==> src/rtl/slid_pkg.sv <==
// Package for the sorted list store: shared widths, opcode and status codes,
// the control state type and the command struct that drives the cell row.
// No dependencies.
package slid_pkg;

    localparam int DEPTH_DEF   = 16;
    localparam int VAL_W       = 32;
    localparam int OP_W        = 2;
    localparam int STAT_W      = 3;
    localparam int IN_TDATA_W  = 40;
    localparam int OUT_TDATA_W = 40;

    typedef enum logic [OP_W-1:0] {
        OP_INSERT = 2'd0,
        OP_DELETE = 2'd1,
        OP_DUMP   = 2'd2
    } opcode_t;

    typedef enum logic [STAT_W-1:0] {
        STAT_DONE      = 3'd0,
        STAT_FULL      = 3'd1,
        STAT_NOT_FOUND = 3'd2,
        STAT_DUMPED    = 3'd3,
        STAT_EMPTY     = 3'd4
    } status_t;

    typedef enum logic {
        FSM_IDLE = 1'b0,
        FSM_DUMP = 1'b1
    } fsm_t;

    typedef enum logic [1:0] {
        CELL_HOLD   = 2'd0,
        CELL_INSERT = 2'd1,
        CELL_DELETE = 2'd2,
        CELL_ROTATE = 2'd3
    } cell_op_t;

    // Command broadcast to every cell of the row.
    typedef struct packed {
        cell_op_t                 op;
        logic signed [VAL_W-1:0]  value;
    } cell_ctrl_t;

endpackage

==> src/rtl/slid_cell.sv <==
// One storage cell of the sorted row: holds one value and its valid bit.
// Depends on slid_pkg for the command struct and value width.
module slid_cell (
    input  logic                              clk,
    input  logic                              rst_n,
    input  slid_pkg::cell_ctrl_t              ctrl,
    input  logic signed [slid_pkg::VAL_W-1:0] left_val,
    input  logic                              left_vld,
    input  logic                              left_sel,
    input  logic signed [slid_pkg::VAL_W-1:0] right_val,
    input  logic                              right_vld,
    input  logic signed [slid_pkg::VAL_W-1:0] head_val,
    output logic signed [slid_pkg::VAL_W-1:0] val,
    output logic                              vld,
    output logic                              sel,
    output logic                              match
);

    logic signed [slid_pkg::VAL_W-1:0] val_reg;
    logic signed [slid_pkg::VAL_W-1:0] val_next;
    logic                              vld_reg;
    logic                              vld_next;
    logic                              ge;

    // A cell is at or past the insert point when it is empty or holds a
    // larger value; the row is sorted, so this flag rises once along it.
    assign sel   = !vld_reg || (val_reg > ctrl.value);
    assign ge    = vld_reg && (val_reg >= ctrl.value);
    assign match = vld_reg && (val_reg == ctrl.value);
    assign val   = val_reg;
    assign vld   = vld_reg;

    always_comb
    begin
        val_next = val_reg;
        vld_next = vld_reg;
        case (ctrl.op)
            slid_pkg::CELL_INSERT:
            begin
                if (left_sel)
                begin
                    val_next = left_val;
                    vld_next = left_vld;
                end
                else if (sel)
                begin
                    val_next = ctrl.value;
                    vld_next = 1'b1;
                end
            end
            slid_pkg::CELL_DELETE:
            begin
                // Issued only when a match exists; the run of equal values is
                // contiguous, so every cell from the first one not below the
                // value moves down by one.
                if (ge)
                begin
                    val_next = right_val;
                    vld_next = right_vld;
                end
            end
            slid_pkg::CELL_ROTATE:
            begin
                if (vld_reg)
                begin
                    val_next = right_vld ? right_val : head_val;
                end
            end
            default:
            begin
                val_next = val_reg;
                vld_next = vld_reg;
            end
        endcase
    end

    always_ff @(posedge clk or negedge rst_n)
    begin
        if (!rst_n)
        begin
            vld_reg <= 1'b0;
        end
        else
        begin
            vld_reg <= vld_next;
        end
    end

    always_ff @(posedge clk)
    begin
        val_reg <= val_next;
    end

endmodule

==> src/rtl/sorted_list_insert_delete.sv <==
// Sorted list store, top level: a row of DEPTH cells kept in ascending order.
// Insert, delete and a dump of the empty store load one result word; an unknown opcode loads none.
// A dump of N > 0 entries streams N words, rotating the row, one per cycle unless m_tready is low.
// No input word is accepted while a dump is streaming.
// Reset (rst_n, asynchronous, active low) empties the store and the output register.
module sorted_list_insert_delete #(
    parameter int DEPTH = slid_pkg::DEPTH_DEF
) (
    input  logic                                clk,
    input  logic                                rst_n,
    // s_tdata: opcode [1:0], value [33:2], zero padding [39:34]
    input  logic                                s_tvalid,
    output logic                                s_tready,
    input  logic [slid_pkg::IN_TDATA_W-1:0]     s_tdata,
    // m_tdata: status [2:0], entry [34:3], zero padding [39:35]
    output logic                                m_tvalid,
    input  logic                                m_tready,
    output logic [slid_pkg::OUT_TDATA_W-1:0]    m_tdata,
    output logic                                m_tlast
);

    localparam int CNT_W = $clog2(DEPTH + 1);
    localparam int VW    = slid_pkg::VAL_W;
    localparam int SW    = slid_pkg::STAT_W;

    // Input word fields.
    slid_pkg::opcode_t      opcode;
    logic signed [VW-1:0]   in_value;

    assign opcode   = slid_pkg::opcode_t'(s_tdata[slid_pkg::OP_W-1:0]);
    assign in_value = s_tdata[slid_pkg::OP_W +: VW];

    // Control state.
    slid_pkg::fsm_t         state_reg;
    slid_pkg::fsm_t         state_next;
    logic [CNT_W-1:0]       count_reg;
    logic [CNT_W-1:0]       count_next;
    logic [CNT_W-1:0]       dump_cnt_reg;
    logic [CNT_W-1:0]       dump_cnt_next;

    // Output register, which decouples the store from the downstream side.
    logic                   m_tvalid_reg;
    logic                   m_tvalid_next;
    slid_pkg::status_t      status_reg;
    slid_pkg::status_t      status_next;
    logic signed [VW-1:0]   entry_reg;
    logic signed [VW-1:0]   entry_next;
    logic                   last_reg;
    logic                   last_next;
    logic                   load_out;

    // Cell row wiring.
    slid_pkg::cell_ctrl_t   cell_ctrl;
    logic signed [VW-1:0]   val_w    [DEPTH];
    logic signed [VW-1:0]   lval_w   [DEPTH];
    logic signed [VW-1:0]   rval_w   [DEPTH];
    logic [DEPTH-1:0]       vld_w;
    logic [DEPTH-1:0]       lvld_w;
    logic [DEPTH-1:0]       lsel_w;
    logic [DEPTH-1:0]       rvld_w;
    logic [DEPTH-1:0]       sel_w;
    logic [DEPTH-1:0]       match_w;

    logic                   out_free;
    logic                   full;
    logic                   found;
    logic                   dump_last;

    assign out_free  = !m_tvalid_reg || m_tready;
    assign full      = (count_reg == CNT_W'(DEPTH));
    assign found     = |match_w;
    // While a dump streams, the dump counter stays below the entry count, so the increment fits CNT_W.
    assign dump_last = (CNT_W'(dump_cnt_reg + 1'b1) == count_reg);

    // Each cell sees its lower neighbor for inserts, its upper neighbor for
    // deletes and rotation, and the head cell, which wraps to the last valid
    // cell during a dump so that the row comes back to its order afterwards.
    genvar gi;
    generate
        for (gi = 0; gi < DEPTH; gi++)
        begin : g_cell
            if (gi == 0)
            begin : g_first
                assign lval_w[gi] = '0;
                assign lvld_w[gi] = 1'b0;
                assign lsel_w[gi] = 1'b0;
            end
            else
            begin : g_inner_left
                assign lval_w[gi] = val_w[gi-1];
                assign lvld_w[gi] = vld_w[gi-1];
                assign lsel_w[gi] = sel_w[gi-1];
            end

            if (gi == DEPTH - 1)
            begin : g_last
                assign rval_w[gi] = '0;
                assign rvld_w[gi] = 1'b0;
            end
            else
            begin : g_inner_right
                assign rval_w[gi] = val_w[gi+1];
                assign rvld_w[gi] = vld_w[gi+1];
            end

            slid_cell u_cell (
                .clk       (clk),
                .rst_n     (rst_n),
                .ctrl      (cell_ctrl),
                .left_val  (lval_w[gi]),
                .left_vld  (lvld_w[gi]),
                .left_sel  (lsel_w[gi]),
                .right_val (rval_w[gi]),
                .right_vld (rvld_w[gi]),
                .head_val  (val_w[0]),
                .val       (val_w[gi]),
                .vld       (vld_w[gi]),
                .sel       (sel_w[gi]),
                .match     (match_w[gi])
            );
        end
    endgenerate

    // Next state: a dump of a non-empty store enters the streaming state and
    // leaves it when the final entry is loaded into the output register.
    always_comb
    begin
        state_next = state_reg;
        case (state_reg)
            slid_pkg::FSM_IDLE:
            begin
                if (s_tvalid && out_free && (opcode == slid_pkg::OP_DUMP)
                    && (count_reg != '0))
                begin
                    state_next = slid_pkg::FSM_DUMP;
                end
            end
            slid_pkg::FSM_DUMP:
            begin
                if (out_free && dump_last)
                begin
                    state_next = slid_pkg::FSM_IDLE;
                end
            end
            default:
            begin
                state_next = slid_pkg::FSM_IDLE;
            end
        endcase
    end

    // Outputs: handshake, cell command, counters and the result word.
    always_comb
    begin
        s_tready        = 1'b0;
        cell_ctrl.op    = slid_pkg::CELL_HOLD;
        cell_ctrl.value = in_value;
        count_next      = count_reg;
        dump_cnt_next   = dump_cnt_reg;
        load_out        = 1'b0;
        status_next     = slid_pkg::STAT_DONE;
        entry_next      = '0;
        last_next       = 1'b1;
        case (state_reg)
            slid_pkg::FSM_IDLE:
            begin
                s_tready = out_free;
                if (s_tvalid && out_free)
                begin
                    case (opcode)
                        slid_pkg::OP_INSERT:
                        begin
                            load_out = 1'b1;
                            if (full)
                            begin
                                status_next = slid_pkg::STAT_FULL;
                            end
                            else
                            begin
                                cell_ctrl.op = slid_pkg::CELL_INSERT;
                                count_next   = CNT_W'(count_reg + 1'b1);
                            end
                        end
                        slid_pkg::OP_DELETE:
                        begin
                            load_out = 1'b1;
                            if (found)
                            begin
                                cell_ctrl.op = slid_pkg::CELL_DELETE;
                                count_next   = CNT_W'(count_reg - 1'b1);
                            end
                            else
                            begin
                                status_next = slid_pkg::STAT_NOT_FOUND;
                            end
                        end
                        slid_pkg::OP_DUMP:
                        begin
                            dump_cnt_next = '0;
                            if (count_reg == '0)
                            begin
                                load_out    = 1'b1;
                                status_next = slid_pkg::STAT_EMPTY;
                            end
                        end
                        default:
                        begin
                            // The unused opcode is taken and leaves no trace.
                            load_out = 1'b0;
                        end
                    endcase
                end
            end
            slid_pkg::FSM_DUMP:
            begin
                if (out_free)
                begin
                    load_out      = 1'b1;
                    status_next   = slid_pkg::STAT_DUMPED;
                    entry_next    = val_w[0];
                    last_next     = dump_last;
                    cell_ctrl.op  = slid_pkg::CELL_ROTATE;
                    dump_cnt_next = CNT_W'(dump_cnt_reg + 1'b1);
                end
            end
            default:
            begin
                s_tready = 1'b0;
            end
        endcase
    end

    assign m_tvalid_next = load_out ? 1'b1 : (m_tready ? 1'b0 : m_tvalid_reg);

    always_ff @(posedge clk or negedge rst_n)
    begin
        if (!rst_n)
        begin
            state_reg    <= slid_pkg::FSM_IDLE;
            count_reg    <= '0;
            dump_cnt_reg <= '0;
            m_tvalid_reg <= 1'b0;
        end
        else
        begin
            state_reg    <= state_next;
            count_reg    <= count_next;
            dump_cnt_reg <= dump_cnt_next;
            m_tvalid_reg <= m_tvalid_next;
        end
    end

    always_ff @(posedge clk)
    begin
        if (load_out)
        begin
            status_reg <= status_next;
            entry_reg  <= entry_next;
            last_reg   <= last_next;
        end
    end

    assign m_tvalid = m_tvalid_reg;
    assign m_tlast  = last_reg;
    assign m_tdata  = {{(slid_pkg::OUT_TDATA_W - SW - VW){1'b0}}, entry_reg, status_reg};

    // The count never exceeds the number of cells.
    a_count_range: assert property (@(posedge clk) disable iff (!rst_n)
        count_reg <= CNT_W'(DEPTH))
        else $error("entry count exceeds depth");

    // The valid bits always agree with the entry count.
    a_count_matches_cells: assert property (@(posedge clk) disable iff (!rst_n)
        $countones(vld_w) == 32'(count_reg))
        else $error("valid cells disagree with entry count");

    // Valid cells form one run starting at the head cell.
    a_valid_packed: assert property (@(posedge clk) disable iff (!rst_n)
        (vld_w & (vld_w + DEPTH'(1))) == '0)
        else $error("valid cells are not packed at the head");

    // No input word is taken while a dump streams.
    a_no_accept_in_dump: assert property (@(posedge clk) disable iff (!rst_n)
        (state_reg == slid_pkg::FSM_DUMP) |-> !s_tready)
        else $error("input accepted during dump");

endmodule
==> config.mk <==
export PLATFORM = sky130hd
export DESIGN_NAME = sorted_list_insert_delete
export DESIGN_NICKNAME = d
export VERILOG_FILES = /design/src/rtl/slid_pkg.sv /design/src/rtl/slid_cell.sv /design/src/rtl/sorted_list_insert_delete.sv
export SDC_FILE = /design/constraint.sdc
export NUM_CORES = 2
export LEC_CHECK = 0
export BUFFER_PORTS_ARGS = -buffer_cell sky130_fd_sc_hd__buf_4
export CORE_ASPECT_RATIO = 0.6
export CORE_MARGIN = 1.5
export CORE_UTILIZATION = 55
export CTS_BUF_LIST = sky130_fd_sc_hd__clkbuf_4 sky130_fd_sc_hd__clkbuf_8
export CTS_CLUSTER_DIAMETER = 80
export DETAILED_ROUTE_END_ITERATION = 10
export PLACE_DENSITY_LB_ADDON = 0.2
export REMOVE_ABC_BUFFERS = 1
export SLEW_MARGIN = 10
export SYNTH_ARGS = -nofsm -noshare
export SYNTH_HDL_FRONTEND = slang
export SYNTH_SLANG_ARGS = --single-unit
==> constraint.sdc <==
create_clock -name clk -period 8.2 [get_ports clk]
set_clock_uncertainty 0.05 [all_clocks]
set_input_delay 2.05 -clock clk [delete_from_list [all_inputs] [get_ports clk]]
set_output_delay 2.05 -clock clk [all_outputs]
set_load 0.03 [all_outputs]
### Word level (Yosys, flattened, before mapping)

Cells that the tools add are included.

| word-level totals | value |
|---|---|
| register bits after elaboration | 576 |
| bits of input ports | 44 |
| output and inout bits | 43 |

| operators by class | value |
|---|---|
| $add $sub $neg | 3 |
| order comparisons | 32 |
| equal/unequal tests | 76 |
| muxes and demuxes | 188 |
| bitwise logic cells | 1 |
| reduce and logical (&&, ||, !) cells | 114 |

Operators with widths:

| kind | count |
|---|---|
| $mux 32 | 78 |
| $pmux 32 s3 | 16 |
| $eq 32x32->1 | 16 |
| $ge 32x32->1 | 16 |
| $gt 32x32->1 | 16 |
| $ne 2x1->1 const B | 34 |
| $reduce_and 4->1 | 15 |
| $mux 1 | 57 |
| $reduce_and 3->1 | 17 |
| $ne 3x1->1 const B | 15 |
| $pmux 1 s2 | 19 |
| $logic_and 1x1->1 | 36 |
| $mux 5 | 5 |
| $pmux 5 s2 | 2 |
| $logic_not 1->1 | 17 |
| $logic_or 1x1->1 | 17 |
| $reduce_or 16->1 | 1 |
| $add 5x1->5 const B | 2 |
| $mux 2 | 5 |
| $reduce_and 5->1 | 2 |
| $pmux 3 s3 | 1 |
| $ne 2x2->1 const B | 4 |
| $pmux 2 s2 | 2 |
| $eq 2x2->1 const B | 3 |
| other kinds (14) | 18 |

### Depth between registers and ports, before layout

| depth | value |
|---|---|
| word-level depth | 10 |
| gate-level depth with buffers | 19 |
| depth with buffers taken out | 16 |

### Cells and area by module

Synthesis repeated with hierarchy kept, for this count alone.

| unflattened totals | value |
|---|---|
| cell total of the unflattened synthesis | 5194 |
| area, all modules | 48177.5 sq um |

Modules (own cells, without submodules):

| module | times used | cells an instance | area each (sq um) | seq. area each (sq um) |
|---|---|---|---|---|
| slid_cell (g_cell[0].u_cell ...) | 12 | 313 | 2866.5 | 985.9 |
| slid_cell (g_cell[7].u_cell ...) | 2 | 319 | 2896.5 | 985.9 |
| slid_cell (g_cell[13].u_cell) | 1 | 311 | 2921.6 | 985.9 |
| slid_cell (g_cell[9].u_cell) | 1 | 312 | 2834.0 | 985.9 |
| sorted_list_insert_delete | 1 | 177 | 2230.9 | 1381.3 |

### Least setup slack after synthesis

Ideal clock, no wire load.

| path | value |
|---|---|
| path kind | input-to-reg |
| from | in s_tdata[4] (netlist name) |
| to | reg g_cell[10].u_cell.val_reg, in the netlist g_cell[10].u_cell.val[0] (enable) |
| setup time | 594 ps |
| arrival time | 10250 ps |
| required time | 7556 ps |
| setup slack | -2694 ps |
| stages on the path | 17 |
| path buffers | 4 |
| cell sequence | clkbuf_1 > inv_1 > ha_1 > and3_1 > nand3_1 > or4_1 > and3_1 > nand3_1 > nor4_1 > o21ai_0 > ha_1 > clkbuf_1 > inv_2 > nand2_1 > clkbuf_1 > clkbuf_1 > a2111oi_0 |

| between the ends | value |
|---|---|
| longest elaborated chain between the ends | 10 |

RTL lines:

| item | RTL line | source |
|---|---|---|
| start, declared | sorted_list_insert_delete.sv:14 | `input logic [slid_pkg::IN_TDATA_W-1:0] s_tdata,` |
| $eq 32x32->1 | slid_cell.sv:29 | `assign match = vld_reg && (val_reg == ctrl.value);` |
| $logic_and 1x1->1 | slid_cell.sv:29 |  |
| $reduce_or 16->1 | sorted_list_insert_delete.sv:71 | `assign found = \|match_w;` |
| $mux 2 | sorted_list_insert_delete.sv:187 | `if (found)` |
| $pmux 2 s2 | sorted_list_insert_delete.sv:170 | `case (opcode)` |
| $mux 2 | sorted_list_insert_delete.sv:168 | `if (s_tvalid && out_free)` |
| $pmux 2 s2 | sorted_list_insert_delete.sv:164 | `case (state_reg)` |
| $eq 2x1->1 or $eq 2x2->1 (tied branches) | slid_cell.sv:37 | `case (ctrl.op)` |
| $ne 3x1->1 (no source line) (tied with other cells) | n/a |  |
| $reduce_and 4->1 (no source line) (*) | n/a |  |
| end signal, assigned | slid_cell.sv:91 | `val_reg <= val_next;` |
| end, declared | slid_cell.sv:19 | `logic signed [slid_pkg::VAL_W-1:0] val_reg;` |

Every way passes the cells marked *; elsewhere a longest branch is shown, timed or not.
A chain may end at the register's enable or synchronous reset.

### Final worst setup path

| path | value |
|---|---|
| from | in s_tdata[33] (netlist name) |
| to | reg g_cell[5].u_cell.vld_reg |

| between the ends | value |
|---|---|
| longest elaborated chain between the ends | 10 |

RTL lines:

| item | RTL line | source |
|---|---|---|
| $eq 32x32->1 | slid_cell.sv:29 |  |
| $logic_and 1x1->1 | slid_cell.sv:29 |  |
| $reduce_or 16->1 | sorted_list_insert_delete.sv:71 |  |
| $mux 2 | sorted_list_insert_delete.sv:187 |  |
| $pmux 2 s2 | sorted_list_insert_delete.sv:170 |  |
| $mux 2 | sorted_list_insert_delete.sv:168 |  |
| $pmux 2 s2 | sorted_list_insert_delete.sv:164 |  |
| $eq 2x1->1 or $eq 2x2->1 (tied branches) | slid_cell.sv:37 |  |
| $ne 3x1->1 (no source line) (tied with other cells) | n/a |  |
| $reduce_and 3->1 (no source line) | n/a |  |
| end signal, assigned | slid_cell.sv:85 | `vld_reg <= vld_next;` |
| end, declared | slid_cell.sv:21 | `logic vld_reg;` |

Parallel ways exist; a longest one is shown, timed or not.

==> results by group <==
Clock network
  – Post-CTS setup buffers: 0
  – Total clock sinks: ~580
  – Root Driver: clkbuf_8
  – Clk slew on worst S/H paths: 60 ps
  – Post-cts resize count: 0
  – H-tree depth: 3
  – CTS Buf Count: 94
  – CTS tree: built
  – Clk Latency, worst-skew pair: 830 ps
  – Worst-case clock buffer depth: 3
  – Hold Buf Count CTS: 0

Route
  – Initial DRC Count: 7997
  – Wire length per cell: ~35 um
  – M1 WL: 86700 um
  – Routed length on met2: about 77000 um
  – DRC viols: 0
  – Met3 WL post-DR: 41100 um
  – DRT Pass-1 Iters: 7
  – Max Used Layer: met5
  – Final ANT Viol Nets: 0
  – WL final: about 210000 um
  – Routed vias: 44800
  – DR vias/cell: ~7.4

Logic synthesis
  – Post-synth EDFFs: 548
  – Async S/R FF share, synth: 4.86%
  – Area of the mapped netlist: between 0.04 and 0.05 mm2
  – Yosys top cell area share: 34.1%
  – Syn avg cell area: around 10 um2
  – Register area share after synthesis: 35.5%
  – Synthesized instance count: 4792
  – Top post-synthesis cells by area: edfxtp_1, mux2i_1, ha_1
  – Yosys reg bits: 576
  – Synth area leader: edfxtp_1
  – Synth Warn #: 0
  – Main synth FF type: edfxtp_1
  – Post-synthesis cell type count: 87

Cells and area
  – Most common cell after layout, fill and taps aside: mux2i_1
  – Area Overhead vs Synth: 9.93%
  – Commonest cells after routing, fill and taps aside: mux2i_1, nand2_1, edfxtp_1
  – Largest register FFs: 512
  – Layout cells sized above 1: a little under an eighth
  – Filler cells: 7166
  – Fin nets: between 5000 and 6000
  – Non-Filler Instances: slightly above 6000

Worst setup path
  – Required @ worst endpoint: 8890 ps
  – Signal arrival time at the worst endpoint: roughly 7900 ps
  – Crit path capture type: register
  – Worst r2r src: g_cell[15].u_cell.val[7]
  – CP Launch Type: input pin
  – CP Max Fanout: 17
  – Crit path kind: input pin to register
  – Critical Path Source: s_tdata[33]

Floorplanning
  – Row count: 83
  – Placeable Area: ~0.086 mm2
  – Die height: 233 um
  – Initial Utilization: a little under three fifths
  – IO Pins: 87
  – Die width: 386 um
  – Die Area: 0.0897 mm2

STA
  – Final setup viols: 0
  – Final hold violation count: 0
  – RSZ-0062 raised after global routing: false
  – Rel. slew slack: 1.25%
  – Worst Tran Pin Value: 1470 ps
  – Period Utilization, post-route: 88.4%
  – Achievable Freq: 0.138 GHz
  – Final min period: between 7000 and 8000 ps
  – Setup TNS: 0 ps
  – Pins Over Slew Limit: 0

Worst hold path
  – Worst Hold Class: register to register
  – Hold_sp: dump_cnt_reg[1]

Flow run
  – Total of max-cap violations: 1

GRT
  – Initial antenna violation count: 13
  – First-pass GRT wire length: between 200000 and 300000 um
  – Grt total ovfl: 0
  – Largest net degree at the start of global routing: 193
  – Vias in the first global route: roughly 41000
  – Total GRT Usage: a little under half

Status
  – Failing checks: max-capacitance violations
  – Outcome: complete, but fails checks

Place
  – Number of cells after detailed placement: 5865
  – Gp weighted congestion: 1.09
  – Hpwl dp: 146000 um
  – PortBufs: 75
-- area by class of cell --
class,count,area (um2),area share [%]
Sequential cell,576,17200,32.3
Inverter,94,360,0.679
Timing Repair Buffer,324,2870,5.41
Clock inverter,33,226,0.427
Clock buffer,132,1600,3.02
Antenna cell,4,10.0,0.0189
Multi-Input combinational cell,3724,29400,55.4
Tap cell,1147,1440,2.70
-- worst paths after layout --
kind                                        endpoint  slack (ps)  cells past startpoint
max in group asynchronous       g_cell[2].u_cell.vld        6450                      1
worst max-delay path            g_cell[5].u_cell.vld         950                     20
worst max register to register  g_cell[5].u_cell.vld        2440                     20
worst min register to register       dump_cnt_reg[1]         500                      2
worst min-delay path                 dump_cnt_reg[1]         500                      2
min in group asynchronous            dump_cnt_reg[2]        1160                      1
-- cells in the mapped netlist (19+ instances only) --
master    instances
mux2_2           33
nor2_1          147
o221ai_1        378
dfrtp_1          28
clkbuf_1        313
a21oi_1         249
a211oi_1         22
nand2_1         561
mux2i_1         866
or3_1            37
edfxtp_1        548
inv_1            92
buf_1            19
nor2b_1          26
and2_1           33
a21o_1           90
buf_2            39
nor3_1           27
ha_1            520
nand3_1         125
a222oi_1         30
o211ai_1         26
o21ai_0         207
buf_4            24
nand4_1         101
-- critical path, cell delays in order --
cell	delay (ps)
buf_4	170
inv_1	570
ha_1	600
nand4_1	250
nor2_1	250
nand4_1	280
nand4_1	120
nor4_1	880
o21ai_0	180
buf_4	200
buf_4	150
ha_4	240
inv_1	150
buf_4	270
nor2_1	100
o21ai_0	310
inv_1	100
and3_1	170
a211oi_1	650
buf_4	220
-- per-stage QoR --
stage                     setup WS, ps  util (%)  hold slack [ps]  area, um2
after global placement             304      59.4              462      51200
after global routing               819      61.6              559      53100
after floorplan                 -22080         -              439      46600
after CTS                         1160      61.6              493      53100
final                              952      61.6              500      53100
after detailed placement           313      59.4              480      51200
-- kinds of logic after synthesis --
logic type	after synthesis	synth area share [%]
other cells	1	0.00776
compound gates	1141	16.8
xor+xnor	14	0.254
buf+inv	496	4.25
mux	899	18.7
flops	576	35.5
fa+ha+maj	521	13.5
simple gates	1144	10.9
-- routing by layer --
layer,up-vias,GRT usage [%]
met3,520,25.2
li1,18800,-
met5,-,0
met4,16,13.5
met2,3853,57.1
met1,21700,66.8
Power is left out: the tool's default activity adds up to more than one toggle a clock period on the data nets, which glitch-free logic cannot reach.
